## src/rtl/core/assert_macros.svh

```systemverilog
// assertion macros shared by the shuttle irrigator sequencer rtl
// no dependencies; included by the modules that carry assertions
`ifndef ASSERT_MACROS_SVH
`define ASSERT_MACROS_SVH

// implication checked every clock, masked while reset is held
`define ASSERT_IMPL(label, ante, cons) \
    label: assert property (@(posedge i_clk) disable iff (!i_rst_n) (ante) |-> (cons)) \
        else $error("assertion failed");

// next-cycle check that also runs during reset
`define ASSERT_NEXT_ALWAYS(label, ante, cons) \
    label: assert property (@(posedge i_clk) (ante) |=> (cons)) \
        else $error("assertion failed");

`endif

```

## src/rtl/core/sis_pkg.sv

```systemverilog
// shared types, codes and segment tables of the shuttle irrigator sequencer
// no dependencies; imported by every module of the block
`default_nettype none

package sis_pkg;

    // sequencer phases
    typedef enum logic [3:0] {
        PH_IDLE      = 4'd0,
        PH_LOCATE    = 4'd1,
        PH_HOME_SEQ  = 4'd2,
        PH_FWD_START = 4'd3,
        PH_FWD       = 4'd4,
        PH_CHOOSE    = 4'd5,
        PH_RET_FAST  = 4'd6,
        PH_RET_WET   = 4'd7,
        PH_DONE      = 4'd8,
        PH_STOP_HOLD = 4'd9,
        PH_HOMING    = 4'd10
    } t_phase;

    // display messages
    typedef enum logic [1:0] {
        MSG_ZEROS = 2'd0,
        MSG_ON    = 2'd1,
        MSG_OFF   = 2'd2,
        MSG_FC    = 2'd3
    } t_msg;

    // drive bits: bit0 run, bit1 forward, bit2 fast, bit3 water
    localparam logic [3:0] DRV_STOP          = 4'h0;
    localparam logic [3:0] DRV_BACK_FAST_DRY = 4'h5;
    localparam logic [3:0] DRV_FWD_SLOW_WET  = 4'hB;
    localparam logic [3:0] DRV_BACK_SLOW_WET = 4'h9;

    localparam int unsigned HOLD_W = 16;
    localparam logic [HOLD_W-1:0] HOLD_TICKS_RESET = 16'd5000;

    // segment patterns, bit0 segment a
    localparam logic [7:0] SEG_ZERO = 8'b0011_1111;
    localparam logic [7:0] SEG_F    = 8'b0111_0001;
    localparam logic [7:0] SEG_N    = 8'b0101_0100;
    localparam logic [7:0] SEG_C    = 8'b0101_1000;

    // one sampled input request
    typedef struct packed {
        logic home_limit_n;
        logic end_limit_n;
        logic start_button_n;
        logic return_wet;
        logic stop_button_n;
        logic stop_edge;
    } t_item;

    // one result request
    typedef struct packed {
        logic       motor_on;
        logic       motor_forward;
        logic       motor_fast;
        logic       water_on;
        logic [7:0] left_segments;
        logic [7:0] right_segments;
        logic [3:0] phase_now;
    } t_result;

    function automatic logic [7:0] left_seg(input t_msg msg);
        logic [7:0] pat;
        unique case (msg)
            MSG_FC:  pat = SEG_F;
            default: pat = SEG_ZERO;
        endcase
        return pat;
    endfunction

    function automatic logic [7:0] right_seg(input t_msg msg);
        logic [7:0] pat;
        unique case (msg)
            MSG_ZEROS: pat = SEG_ZERO;
            MSG_ON:    pat = SEG_N;
            MSG_OFF:   pat = SEG_F;
            MSG_FC:    pat = SEG_C;
            default:   pat = SEG_ZERO;
        endcase
        return pat;
    endfunction

endpackage

`default_nettype wire

```

## src/rtl/core/shuttle_irrigator_sequencer.sv

```systemverilog
// Shuttle irrigator carriage sequencer. Each accepted request is one tick of
// sampled switch inputs and yields exactly one result request holding the
// motor run/direction/speed, water relay, two seven-segment patterns and the
// phase after the tick. A request passes through the input register and then
// the result register; the step logic is a single pass between them and a
// new request is taken every cycle while the result side keeps up. A waiting
// result only stalls the input when both registers are full. The stop hold
// length is written via i_cfg_we and i_cfg_data; the user must write it only
// while the block is idle, which it does not enforce; it resets to 5000 ticks.
// depends on sis_pkg, sis_in_stage, sis_seq and assert_macros.svh
`default_nettype none

`include "assert_macros.svh"

module shuttle_irrigator_sequencer
    import sis_pkg::*;
(
    input  wire logic              i_clk,
    input  wire logic              i_rst_n,
    input  wire logic              i_cfg_we,
    input  wire logic [HOLD_W-1:0] i_cfg_data,
    input  wire logic              i_in_valid,
    output logic                   o_in_ready,
    input  wire logic              i_home_limit_n,
    input  wire logic              i_end_limit_n,
    input  wire logic              i_start_button_n,
    input  wire logic              i_return_wet,
    input  wire logic              i_stop_button_n,
    input  wire logic              i_stop_edge,
    output logic                   o_out_valid,
    input  wire logic              i_out_ready,
    output logic                   o_motor_on,
    output logic                   o_motor_forward,
    output logic                   o_motor_fast,
    output logic                   o_water_on,
    output logic [7:0]             o_left_segments,
    output logic [7:0]             o_right_segments,
    output logic [3:0]             o_phase_now
);

    logic [HOLD_W-1:0] r_hold_ticks;
    logic              r_out_vld;
    t_result           r_out;

    t_item   w_in_item;
    t_item   w_item;
    logic    w_item_vld;
    logic    w_adv;
    t_result w_result;

    // pack the input fields
    always_comb begin
        w_in_item.home_limit_n   = i_home_limit_n;
        w_in_item.end_limit_n    = i_end_limit_n;
        w_in_item.start_button_n = i_start_button_n;
        w_in_item.return_wet     = i_return_wet;
        w_in_item.stop_button_n  = i_stop_button_n;
        w_in_item.stop_edge      = i_stop_edge;
    end

    // step when a request is held and the result slot is free or draining
    assign w_adv = w_item_vld && (!r_out_vld || i_out_ready);

    // stop hold register
    always_ff @(posedge i_clk) begin
        if (!i_rst_n) begin
            r_hold_ticks <= HOLD_TICKS_RESET;
        end else if (i_cfg_we) begin
            r_hold_ticks <= i_cfg_data;
        end
    end

    sis_in_stage u_in_stage (
        .i_clk      (i_clk),
        .i_rst_n    (i_rst_n),
        .i_in_valid (i_in_valid),
        .o_in_ready (o_in_ready),
        .i_item     (w_in_item),
        .i_adv      (w_adv),
        .o_vld      (w_item_vld),
        .o_item     (w_item)
    );

    sis_seq u_seq (
        .i_clk        (i_clk),
        .i_rst_n      (i_rst_n),
        .i_adv        (w_adv),
        .i_item       (w_item),
        .i_hold_ticks (r_hold_ticks),
        .o_result     (w_result)
    );

    // result valid flag
    always_ff @(posedge i_clk) begin
        if (!i_rst_n) begin
            r_out_vld <= 1'b0;
        end else if (w_adv) begin
            r_out_vld <= 1'b1;
        end else if (i_out_ready) begin
            r_out_vld <= 1'b0;
        end
    end

    // result payload
    always_ff @(posedge i_clk) begin
        if (w_adv) begin
            r_out <= w_result;
        end
    end

    assign o_out_valid      = r_out_vld;
    assign o_motor_on       = r_out.motor_on;
    assign o_motor_forward  = r_out.motor_forward;
    assign o_motor_fast     = r_out.motor_fast;
    assign o_water_on       = r_out.water_on;
    assign o_left_segments  = r_out.left_segments;
    assign o_right_segments = r_out.right_segments;
    assign o_phase_now      = r_out.phase_now;

    // input only stalls behind a full, blocked result register
    `ASSERT_IMPL(a_stall_cause, !o_in_ready, o_out_valid && !i_out_ready)
    // a stopped motor leaves direction, speed and water off
    `ASSERT_IMPL(a_stop_clean, o_out_valid && !o_motor_on,
                 !o_motor_forward && !o_motor_fast && !o_water_on)
    // during stop hold the motor is off and the display reads OFF
    `ASSERT_IMPL(a_hold_off, o_out_valid && (o_phase_now == PH_STOP_HOLD),
                 !o_motor_on && (o_right_segments == SEG_F))
    // reset empties the result register
    `ASSERT_NEXT_ALWAYS(a_reset_empty, !i_rst_n, !o_out_valid)

endmodule

`default_nettype wire

```

## src/rtl/core/sis_in_stage.sv

```systemverilog
// input register of the shuttle irrigator sequencer
// depends on sis_pkg for the request type
`default_nettype none

module sis_in_stage
    import sis_pkg::*;
(
    input  wire logic  i_clk,
    input  wire logic  i_rst_n,
    input  wire logic  i_in_valid,
    output logic       o_in_ready,
    input  wire t_item i_item,
    input  wire logic  i_adv,
    output logic       o_vld,
    output t_item      o_item
);

    logic  r_vld;
    t_item r_item;

    // free when empty or being consumed this cycle
    assign o_in_ready = !r_vld || i_adv;

    // valid flag
    always_ff @(posedge i_clk) begin
        if (!i_rst_n) begin
            r_vld <= 1'b0;
        end else if (i_in_valid && o_in_ready) begin
            r_vld <= 1'b1;
        end else if (i_adv) begin
            r_vld <= 1'b0;
        end
    end

    // request payload
    always_ff @(posedge i_clk) begin
        if (i_in_valid && o_in_ready) begin
            r_item <= i_item;
        end
    end

    assign o_vld  = r_vld;
    assign o_item = r_item;

endmodule

`default_nettype wire

```

## src/rtl/core/sis_seq.sv

```systemverilog
// carriage sequencer state and one-tick step logic
// depends on sis_pkg for phases, messages, drive codes and segment tables
`default_nettype none

module sis_seq
    import sis_pkg::*;
(
    input  wire logic              i_clk,
    input  wire logic              i_rst_n,
    input  wire logic              i_adv,
    input  wire t_item             i_item,
    input  wire logic [HOLD_W-1:0] i_hold_ticks,
    output t_result                o_result
);

    t_phase            r_phase, n_phase;
    logic [HOLD_W-1:0] r_hold,  n_hold;
    logic [3:0]        r_drive, n_drive;
    t_msg              r_msg,   n_msg;

    logic   w_home;
    logic   w_endl;
    logic   w_both;
    logic   w_hold_more;
    t_phase w_base;

    assign w_home      = i_item.home_limit_n;
    assign w_endl      = i_item.end_limit_n;
    assign w_both      = !w_home && !w_endl;
    assign w_hold_more = r_hold > HOLD_W'(1);
    // both limits reached forces the sequence back to idle first
    assign w_base      = w_both ? PH_IDLE : r_phase;

    // next phase
    always_comb begin
        n_phase = r_phase;
        unique case (r_phase) inside
            [PH_IDLE:PH_DONE]: begin
                if (i_item.stop_edge) begin
                    n_phase = PH_STOP_HOLD;
                end else begin
                    n_phase = w_base;
                    unique case (w_base)
                        PH_IDLE:      if (!i_item.start_button_n) n_phase = PH_LOCATE;
                        PH_LOCATE:    n_phase = w_home ? PH_HOME_SEQ : PH_FWD_START;
                        PH_HOME_SEQ:  if (!w_home) n_phase = PH_FWD_START;
                        PH_FWD_START: n_phase = PH_FWD;
                        PH_FWD:       if (!w_endl) n_phase = PH_CHOOSE;
                        PH_CHOOSE:    n_phase = i_item.return_wet ? PH_RET_WET : PH_RET_FAST;
                        PH_RET_FAST,
                        PH_RET_WET:   if (!w_home) n_phase = PH_DONE;
                        default:      n_phase = PH_IDLE;
                    endcase
                end
            end
            PH_STOP_HOLD: begin
                if (!w_hold_more) begin
                    n_phase = (!i_item.stop_button_n && w_home) ? PH_HOMING : PH_IDLE;
                end
            end
            PH_HOMING: begin
                if (!w_home) n_phase = PH_IDLE;
            end
            default: n_phase = PH_IDLE;
        endcase
    end

    // next drive, message and hold count
    always_comb begin
        n_drive = r_drive;
        n_msg   = r_msg;
        n_hold  = r_hold;
        unique case (r_phase) inside
            [PH_IDLE:PH_DONE]: begin
                if (i_item.stop_edge) begin
                    n_drive = DRV_STOP;
                    n_msg   = MSG_OFF;
                    n_hold  = i_hold_ticks;
                end else begin
                    if (w_both) n_drive = DRV_STOP;
                    unique case (w_base)
                        PH_IDLE:      n_msg = i_item.start_button_n ? MSG_ZEROS : MSG_ON;
                        PH_LOCATE:    if (w_home) n_drive = DRV_BACK_FAST_DRY;
                        PH_FWD_START: n_drive = DRV_FWD_SLOW_WET;
                        PH_CHOOSE:    n_drive = i_item.return_wet ? DRV_BACK_SLOW_WET
                                                                  : DRV_BACK_FAST_DRY;
                        PH_RET_FAST,
                        PH_RET_WET:   if (!w_home) n_drive = DRV_STOP;
                        default:      n_drive = n_drive;
                    endcase
                end
            end
            PH_STOP_HOLD: begin
                if (w_hold_more) begin
                    n_hold = r_hold - HOLD_W'(1);
                end else begin
                    n_hold  = '0;
                    n_drive = (!i_item.stop_button_n && w_home) ? DRV_BACK_FAST_DRY
                                                                : DRV_STOP;
                end
            end
            PH_HOMING: n_drive = w_home ? DRV_BACK_FAST_DRY : DRV_STOP;
            default:   n_drive = r_drive;
        endcase
    end

    // state registers, stepped once per request
    always_ff @(posedge i_clk) begin
        if (!i_rst_n) begin
            r_phase <= PH_IDLE;
            r_hold  <= '0;
            r_drive <= DRV_STOP;
            r_msg   <= MSG_ZEROS;
        end else if (i_adv) begin
            r_phase <= n_phase;
            r_hold  <= n_hold;
            r_drive <= n_drive;
            r_msg   <= n_msg;
        end
    end

    // result of this tick
    always_comb begin
        o_result.motor_on       = n_drive[0];
        o_result.motor_forward  = n_drive[1];
        o_result.motor_fast     = n_drive[2];
        o_result.water_on       = n_drive[3];
        o_result.left_segments  = left_seg(n_msg);
        o_result.right_segments = right_seg(n_msg);
        o_result.phase_now      = n_phase;
    end

endmodule

`default_nettype wire

```

## config.mk

```make
export PLATFORM = sky130hd
export DESIGN_NAME = shuttle_irrigator_sequencer
export DESIGN_NICKNAME = d
export VERILOG_FILES = /design/src/rtl/core/sis_pkg.sv /design/src/rtl/core/shuttle_irrigator_sequencer.sv /design/src/rtl/core/sis_in_stage.sv /design/src/rtl/core/sis_seq.sv
export VERILOG_INCLUDE_DIRS = /design/src /design/src/rtl/core
export SDC_FILE = /design/constraint.sdc
export NUM_CORES = 1
export LEC_CHECK = 0
export CAP_MARGIN = 20
export CORE_MARGIN = 3
export CORE_UTILIZATION = 50
export CTS_BUF_LIST = sky130_fd_sc_hd__clkbuf_8
export DETAILED_ROUTE_END_ITERATION = 6
export DONT_BUFFER_PORTS = 1
export PLACE_DENSITY = 0.67
export SETUP_SLACK_MARGIN = 0.02
export SLEW_MARGIN = 20
export SYNTH_ARGS = -nofsm -noshare
export SYNTH_HDL_FRONTEND = slang
export SYNTH_HIERARCHICAL = 1
export SYNTH_SLANG_ARGS = --single-unit
```

## constraint.sdc

```tcl
create_clock -name i_clk -period 6.1 [get_ports i_clk]
set_input_delay 0 -clock i_clk [delete_from_list [all_inputs] [get_ports i_clk]]
set_output_delay 0 -clock i_clk [all_outputs]
set_load 0.02 [all_outputs]
```

==> impl_metrics.ini, run 1 <==
[timing]
rsz0062_at_grt = false
hold_violations = 0
clock_skew_ns = 0.008696
min_period_over_period = 0.5025
whs_ns = 0.08915
clock.fmax_ghz = 0.3262
final_max_slew_viol_count = 0
min_period_ns = 3.065
tns_ns = 0
slew_headroom = 0.2965
setup_viol = 0
tightest_slew_ns = 1.053

[yosys]
ys_types = 65
netlist_area_sq_mm = 0.003774
syn_area_per_cell_sq_um = 9.827
yosys_warnings = 6
synth_edf_count = 30
synth-seq-area-share = 0.4721
synth_flop_cell = dfxtp_1
synth_cells = 384
ys_async_sr_fraction = 0
synth-seq-cells = 74

[worst_setup_path]
reg2reg_slack_ns = 3.03
cp-start-kind = flop
crit_fanout = 43
slowest_stage = nor2b_4
worstSetupPathType = flop to flop
crit_required_ns = 6.39
crit_chain = nor2b_1 -> nor2b_4 -> nand3_1 -> or4_1 -> nand2_1 -> a31o_2
max_stage_delay_ns = 0.81
cp.arrival_ns = 3.36
end_kind = flop

[global_routing]
grt_max_degree = 44
grt_pass1_vias = 2833
grt_pass1_wl_mm = 13.96
track_usage = 0.2051
grt_overflow = 0
grt_antenna_before_repair = 0

[clocking]
clock-root-buffer = clkbuf_8
cts_buffers = 9
htreeDepth = 3
cts_tree = yes
clock-sinks = 74
clk_pin_slew_ns = 0.08
cts_setup_buffers = 0
cts_hold_buf = 45
insertion_delay_ns = 0.35
ctsResizeCount = 0
cts.path.max_buffers = 2

[detailed_routing]
drtIter0Drc = 234
drt-total-wl_mm = 8.476
wl_per_cell_um = 16.52
routed_via_density = 5.994
vias = 3075
drtPass1Iterations = 5
drtAntennaViolNets = 0
drc = 0

[floorplan]
dieHeight_um = 92.88
pin_count = 53
die_w_um = 92.88
start_util = 0.5175
core_region_area_sq_mm = 0.007292
die_area_sq_mm = 0.008626
rows = 31

[power]
power_leakage_uw = 0.001644
irDropWorstVdd_mv = 0.1186
power_density_mw_per_mm2 = 253.7

[finish]
area_growth_pct = 15.55
finalNetCount = 442
multi_input_area_sq_mm = 0.001770
diodes = 0
regArea_sq_mm = 0.001782
drive_above_1_share = 0.07971
nFillCells = 679

[run_status]
status = finished, final reports clean

[job]
drv_cap = 0

[placed_design]
port_buffers = 0
gp_congestion = 0.8929
place_hpwl_mm = 5.207

[min_path]
min_path_type = primary input to flop
==> synthesized netlist by cell type, types with 8 or more instances <==
| cell | instances | area [sq um] |
|---|---|---|
| a21oi_1 | 22 | 110.1 |
| a31oi_1 | 9 | 56.30 |
| nor2b_1 | 17 | 106.4 |
| nand2_1 | 30 | 112.6 |
| nor2_1 | 13 | 48.80 |
| nand3_1 | 15 | 75.07 |
| inv_1 | 11 | 41.29 |
| nand2b_1 | 9 | 56.30 |
| and3_1 | 8 | 50.05 |
| mux2i_1 | 19 | 190.2 |
| buf_4 | 10 | 75.07 |
| nor3_1 | 14 | 70.07 |
| clkbuf_1 | 17 | 63.81 |
| o21ai_0 | 15 | 75.07 |
| dfxtp_1 | 44 | 880.8 |
| edfxtp_1 | 30 | 900.9 |
==> registers in the layout (all words and copies together), names as in the netlist <==
| register | count |
|---|---|
| u_seq/r_phase | 4 |
| u_seq/r_msg | 2 |
| o_motor_forward | 1 |
| u_seq/r_hold | 16 |
| u_seq/r_drive | 4 |
| o_phase_now | 4 |
| o_right_segments | 8 |
| o_left_segments | 8 |
| u_in_stage/o_item | 6 |
| o_out_valid | 1 |
| o_motor_on | 1 |
| u_in_stage/o_vld | 1 |
| o_water_on | 1 |
| r_hold_ticks | 16 |
| o_motor_fast | 1 |
==> routing by layer <==
layer / share of wire / GRT usage / vias up
li1: - / - / 1465
met1: 0.43 / 0.2561 / 1475
met4: 0.018 / 0.1087 / 0
met5: 0 / 0 / -
met3: 0.053 / 0.03818 / 16
met2: 0.50 / 0.3359 / 119
==> path summary, 6_finish.rpt <==
check / from / endpoint / depth (start not counted)
setup reg to reg: o_out_valid / u_seq/r_hold[10] / 6
setup / recovery: o_out_valid / u_seq/r_hold[10] / 6
hold reg to reg: u_seq/r_hold[15] / u_seq/r_hold[15] / 2
hold / removal: i_rst_n / u_seq/r_phase[2] / 2
==> cell type report <==
class                           count  area share
Timing Repair Buffer               45      0.1056
Sequential cell                    74      0.4086
Clock inverter                      7     0.01349
Tap cell                           99     0.02841
Clock buffer                        9     0.02841
Inverter                           11    0.009469
Multi-Input combinational cell    268      0.4060
==> logic make-up after synthesis <==
group           share of synthesized area
other cells                      0.001990
compound gates                     0.1747
buf+inv                           0.06465
mux                               0.05338
simple gates                       0.2132
fa+ha+maj                         0.01989
flops                              0.4721
==> where the power goes <==
part           switching (uW)  internal, uW
clock network             195           153
logic                    87.1          80.7
registers                42.1           548
==> through the flow <==
stage	cells	total power [uW]	cell area (sq um)	setup slack [ns]	util
final	513	1106	4360	3.035	0.5980
after global routing	513	1163	4360	2.793	0.5980
after CTS	513	1116	4360	2.992	0.5980
after detailed placement	452	735.4	3717	3.028	0.5098
after global placement	452	731.4	3717	3.140	0.5098
after floorplan	388	716.9	3789	3.041	-
==> layout by cell type, fill, tap and decap left out, types with 14 or more instances in the layout <==
cell type / synthesis / routed
dlygate4sd3_1: 0 / 44
nand2_1: 30 / 30
dfxtp_1: 44 / 44
nand3_1: 15 / 15
edfxtp_1: 30 / 30
mux2i_1: 19 / 19
a21oi_1: 22 / 22
o21ai_0: 15 / 15
nor3_1: 14 / 14
nor2b_1: 17 / 16
==> critical path, delay by kind of cell (launching register included) <==
family | cells | cell delay, ns
flops | 1 | 0.38
simple gates | 5 | 2.47
compound gates | 1 | 0.15
Power figures use the tool's default switching activity.
==> inputs of run 2 (changes only) <==
--- a/config.mk
+++ b/config.mk
@@ -12,7 +12,7 @@
 export CTS_BUF_LIST = sky130_fd_sc_hd__clkbuf_8
 export DETAILED_ROUTE_END_ITERATION = 6
 export DONT_BUFFER_PORTS = 1
-export PLACE_DENSITY = 0.67
+export PLACE_DENSITY = 0.7
 export SETUP_SLACK_MARGIN = 0.02
 export SLEW_MARGIN = 20
 export SYNTH_ARGS = -nofsm -noshare
==> constraint.sdc (replaced) <==
create_clock -name i_clk -period 2.55 [get_ports i_clk]
set_input_delay 0 -clock i_clk [delete_from_list [all_inputs] [get_ports i_clk]]
set_output_delay 0 -clock i_clk [all_outputs]
set_load 0.02 [all_outputs]
==> impl_metrics.ini, run 2 (synthesis gave the netlist of run 1 again) <==
[global_routing]
grt_max_degree = 41
grt_overflow = 0
grt_pass1_wl_mm = 14.37
grt_busiest_layer = met2
track_usage = 0.2094
grtUsageMet2 = 0.3557
grt_use_met1 = 0.2641
grt_pass1_vias = 2953
grt_use_met3 = 0.05118
grt_antenna_before_repair = 0

[floorplan]
rows = 31
core_region_area_sq_mm = 0.007292
die_area_sq_mm = 0.008626
start_util = 0.5175
dieHeight_um = 92.88
pin_count = 53
die_w_um = 92.88

[job]
drv_cap = 0

[worst_setup_path]
cp.arrival_ns = 2.40
cp-start-kind = flop
crit_required_ns = 2.66
end_kind = flop
crit_fanout = 12
worstSetupPathType = flop to flop

[timing]
min_period_over_period = 0.8985
tns_ns = 0
slew_headroom = 0.5111
setup_viol = 0
final_max_slew_viol_count = 0
hold_violations = 0
min_period_ns = 2.291
tightest_slew_ns = 0.7239
rsz0062_at_grt = false
clock_skew_ns = 0.007602
clock.fmax_ghz = 0.4365

[detailed_routing]
drtIter0Drc = 211
drtAntennaViolNets = 0
drt-total-wl_mm = 8.612
wl_per_cell_um = 16.44
drc = 0
drtPass1Iterations = 6
vias = 3081
routed_via_density = 5.880

[clocking]
insertion_delay_ns = 0.36
htreeDepth = 3
cts_buffers = 9
cts_setup_buffers = 0
clk_pin_slew_ns = 0.08
cts_hold_buf = 40
cts_tree = yes
cts.path.max_buffers = 2
clock-sinks = 74
ctsResizeCount = 0
clock-root-buffer = clkbuf_8

[power]
power_switching_uw = 798.6
swShare = 0.2871
irDropWorstVdd_mv = 0.4127
power_leakage_uw = 0.001716
power_density_mw_per_mm2 = 626.7
internal_power_uw = 1983
clockPowerShare = 0.343
p_seq_frac = 0.499
p_comb_frac = 0.158

[placed_design]
port_buffers = 0
place_area_sq_mm = 0.003837
place_hpwl_mm = 5.585
gp_congestion = 0.9186
dp.cells = 468

[finish]
area_growth_pct = 17.61
final_cell_mix = 44 x dfxtp_1, 39 x dlygate4sd3_1, 30 x nand2_1, 30 x edfxtp_1, 22 x a21oi_1
fin_cells = 524
final_cell_area_sq_mm = 0.004438
finalNetCount = 453
layout.cells.most_common = dfxtp_1
drive_above_1_share = 0.1153
diodes = 0
nFillCells = 654
largest_registers = r_hold_ticks (16), u_seq/r_hold (16)

[run_status]
status = finished, final reports clean

[min_path]
min_path_type = primary input to flop
[run 2: per-layer routing]
| layer | vias up | share of wire |
|---|---|---|
| met3 | 12 | 0.063 |
| met1 | 1458 | 0.41 |
| met2 | 131 | 0.51 |
| met4 | 0 | 0.013 |
| met5 | - | 0 |
| li1 | 1480 | - |
[run 2: power by group through the flow]
stage               sequential [uW]  clock (uW)  combinational (uW)
global placement               1410           0                 359
CTS                            1390         971                 434
floorplan                      1400           0                 316
global route                   1400        1030                 486
finish                         1390         953                 440
detailed placement             1420           0                 366
[run 2: cell type report]
class | instances | area (sq um) | share of cell area
Sequential cell | 74 | 1782 | 0.4015
Multi-Input combinational cell | 268 | 1770 | 0.3989
Timing Repair Buffer | 56 | 515.5 | 0.1162
Clock buffer | 9 | 123.9 | 0.02791
Tap cell | 99 | 123.9 | 0.02791
Clock inverter | 7 | 81.33 | 0.01833
Inverter | 11 | 41.29 | 0.009304
[run 2: critical path: stages, from the launching register on]
cell	delay, ns
dfxtp_1	0.38
or4_4	0.59
nand3b_4	0.21
o21a_1	0.38
o31ai_1	0.40
nand2b_1	0.08
[run 2: worst paths after layout]
path	startpoint	end	slack, ns	depth (start not counted)
worst max-delay path	u_seq/r_hold[9]	o_motor_forward	0.26	5
worst min-delay path	i_rst_n	u_seq/r_hold[15]	0.07	2
worst max register to register	u_seq/r_hold[9]	o_motor_forward	0.26	5
worst min register to register	u_seq/r_hold[15]	u_seq/r_hold[15]	0.49	2
[run 2: per-stage QoR]
step                  util  hold slack, ns  total power, uW  worst slack, ns
finish              0.6086         0.07020             2782           0.2588
floorplan                -         0.09887             1716           0.1761
CTS                 0.6093         0.06447             2794           0.2943
global route        0.6086         0.09207             2911           0.1672
global placement    0.5263         0.06654             1772           0.3755
detailed placement  0.5263         0.06979             1782           0.2983
==> inputs of run 3 (changes only) <==
--- a/config.mk
+++ b/config.mk
@@ -6,6 +6,7 @@
 export SDC_FILE = /design/constraint.sdc
 export NUM_CORES = 1
 export LEC_CHECK = 0
+export ABC_AREA = 1
 export CAP_MARGIN = 20
 export CORE_MARGIN = 3
 export CORE_UTILIZATION = 50
==> impl_metrics.ini, run 3 <==
[yosys]
synth-seq-cells = 74
ys_async_sr_fraction = 0
synth_area_leader_cell = edfxtp_1
ys_types = 35
syn_area_per_cell_sq_um = 7.832
synth_top_area_frac = 0.2447
synth_commonest_cells = 81 x nand2_1, 67 x nor2_1, 52 x a21oi_1
synth.area.top_cells = edfxtp_1 24%, dfxtp_1 24%, nand2_1 8.3%
yosys_warnings = 6
synth_cells = 470
netlist_area_sq_mm = 0.003681
synth.most_common_cell = nand2_1
synth-seq-area-share = 0.4840
synth_flop_cell = dfxtp_1
synth_edf_count = 30

[worst_setup_path]
cp-start-kind = flop
reg2reg_slack_ns = 0.21
rr_worst_depth = 10
end_kind = flop
crit_end = o_right_segments[2]
cp.arrival_ns = 2.45
r2r-end = o_right_segments[2]
crit_fanout = 5
reg2reg_from = u_in_stage/o_item[5]
crit_required_ns = 2.66
worstSetupPathType = flop to flop
critical_path.startpoint = u_in_stage/o_item[5]

[finish]
drive_above_1_share = 0.08367
layout.cells.most_common = nand2_1
final_cell_mix = 81 x nand2_1, 66 x nor2_1, 51 x a21oi_1
diodes = 0
area_growth_pct = 15.98
largest_registers = r_hold_ticks (16), u_seq/r_hold (16)
utilization = 0.6115
final_cell_area_sq_mm = 0.004269
finalNetCount = 530

[placed_design]
port_buffers = 0
place_ws_ns = 0.1813
place_area_sq_mm = 0.003742
place_hpwl_mm = 6.039
gp_congestion = 0.9547

[clocking]
clock-sinks = 74
cts_tree = yes
htreeDepth = 3
clock-root-buffer = clkbuf_8
cts_buffers = 9
cts_setup_buffers = 0
clk_pin_slew_ns = 0.08
cts.path.max_buffers = 2
insertion_delay_ns = 0.35

[power]
internal_power_uw = 2251
p_comb_frac = 0.155
irDropWorstVdd_mv = 0.3855
swShare = 0.2705
clockPowerShare = 0.380
power_switching_uw = 834.6
power_leakage_uw = 0.001841
p_seq_frac = 0.465
power_density_mw_per_mm2 = 722.8

[detailed_routing]
top_layer = met4
route.met3.wl_um = 571
drtAntennaViolNets = 0
wl_per_cell_um = 14.38
drt-met1-wl_mm = 4.149
route.met2.wl_mm = 3.758
vias = 3187
drc = 0
drt-total-wl_mm = 8.598
routed_via_density = 5.329
drtIter0Drc = 245
drtPass1Iterations = 7

[floorplan]
rows = 30
core_region_area_sq_mm = 0.006982
die_area_sq_mm = 0.008427
pin_count = 53
dieHeight_um = 91.80
start_util = 0.5272
die_w_um = 91.80

[timing]
slew_headroom = 0.6252
min_period_over_period = 0.9184
clock.fmax_ghz = 0.4270
final_max_slew_viol_count = 0
tns_ns = 0
setup_viol = 0
min_period_ns = 2.342
tightest_slew_ns = 0.5622
rsz0062_at_grt = false
hold_violations = 0
clock_skew_ns = 0.01201
timing.final.ws_setup_ns = 0.2080

[run_status]
status = finished, final reports clean

[global_routing]
track_usage = 0.2117
grt_overflow = 0
grt_max_degree = 38
grt_pass1_vias = 2872
grt_pass1_wl_mm = 14.08
grt_antenna_before_repair = 0

[min_path]
min_path_type = primary input to flop

[job]
drv_cap = 0
run 3: through the flow:
stage	instances	power [uW]	hold slack, ns
6_report	598	3086	0.1354
5_1_grt	598	3231	0.1633
4_1_cts	598	3098	0.2603
3_5_place_dp	555	1889	0.09392
3_3_place_gp	555	1877	0.08918
2_1_floorplan	474	1800	0.09887
run 3: how the worst min path moves through the flow:
stage | to | slack, ns | start | cells after the start
6_report | r_hold_ticks[8] | 0.14 | i_rst_n | 2
5_1_grt | r_hold_ticks[3] | 0.16 | i_rst_n | 2
4_1_cts | u_in_stage/o_item[5] | 0.26 | i_home_limit_n | 1
3_5_place_dp | r_hold_ticks[9] | 0.09 | i_rst_n | 1
3_3_place_gp | r_hold_ticks[12] | 0.09 | i_rst_n | 1
2_1_floorplan | u_in_stage/o_item[0] | 0.1 | i_stop_edge | 0
run 3: cell families after synthesis:
group | synth area share
AOI/OAI and AO/OA | 0.1448
adders and majority gates | 0.02039
other | 0.002040
buffers and inverters | 0.09245
and+or+nand+nor | 0.2349
xor gates and xnor gates | 0.02142
DFF | 0.4840
run 3: layer usage:
layer  track usage  up-vias
met2        0.3110      105
met3       0.04594       11
met1        0.3026     1477
met5             0        -
li1              -     1594
met4       0.08540        0
run 3: timing repair:
action                                  in CTS  in global routing
endpoints found under the setup margin       0                  1
hold endpoints to repair                    43                  0
hold buffers                                27                  0
gates resized for setup                      0                  1
run 3: critical path, cell delays in order, from the launching register on:
cell and delay (ns):
edfxtp_1 0.47, nor2_2 0.24, nor2_1 0.13, nor2_2 0.17
nand2_1 0.10, nand2_1 0.08, o21ai_1 0.06, a21oi_1 0.24
inv_1 0.13, ha_1 0.21, or2_2 0.27
run 3: area by class of cell:
| class | count | area [sq um] |
|---|---|---|
| flip-flops and latches | 74 | 1782 |
| clock buffers | 9 | 123.9 |
| inverters | 56 | 210.2 |
| fillers | 641 | 2713 |
| well taps | 96 | 120.1 |
| clock inverters | 7 | 135.1 |
| repair buffers | 33 | 310.3 |
| multi-input cells | 323 | 1588 |
run 3: power groups by stage:
stage          Combinational [uW]  Sequential [uW]  Clock, uW
6_report                      479             1430       1170
5_1_grt                       546             1440       1240
4_1_cts                       474             1430       1190
3_5_place_dp                  429             1460          0
3_3_place_gp                  419             1460          0
2_1_floorplan                 360             1440          0
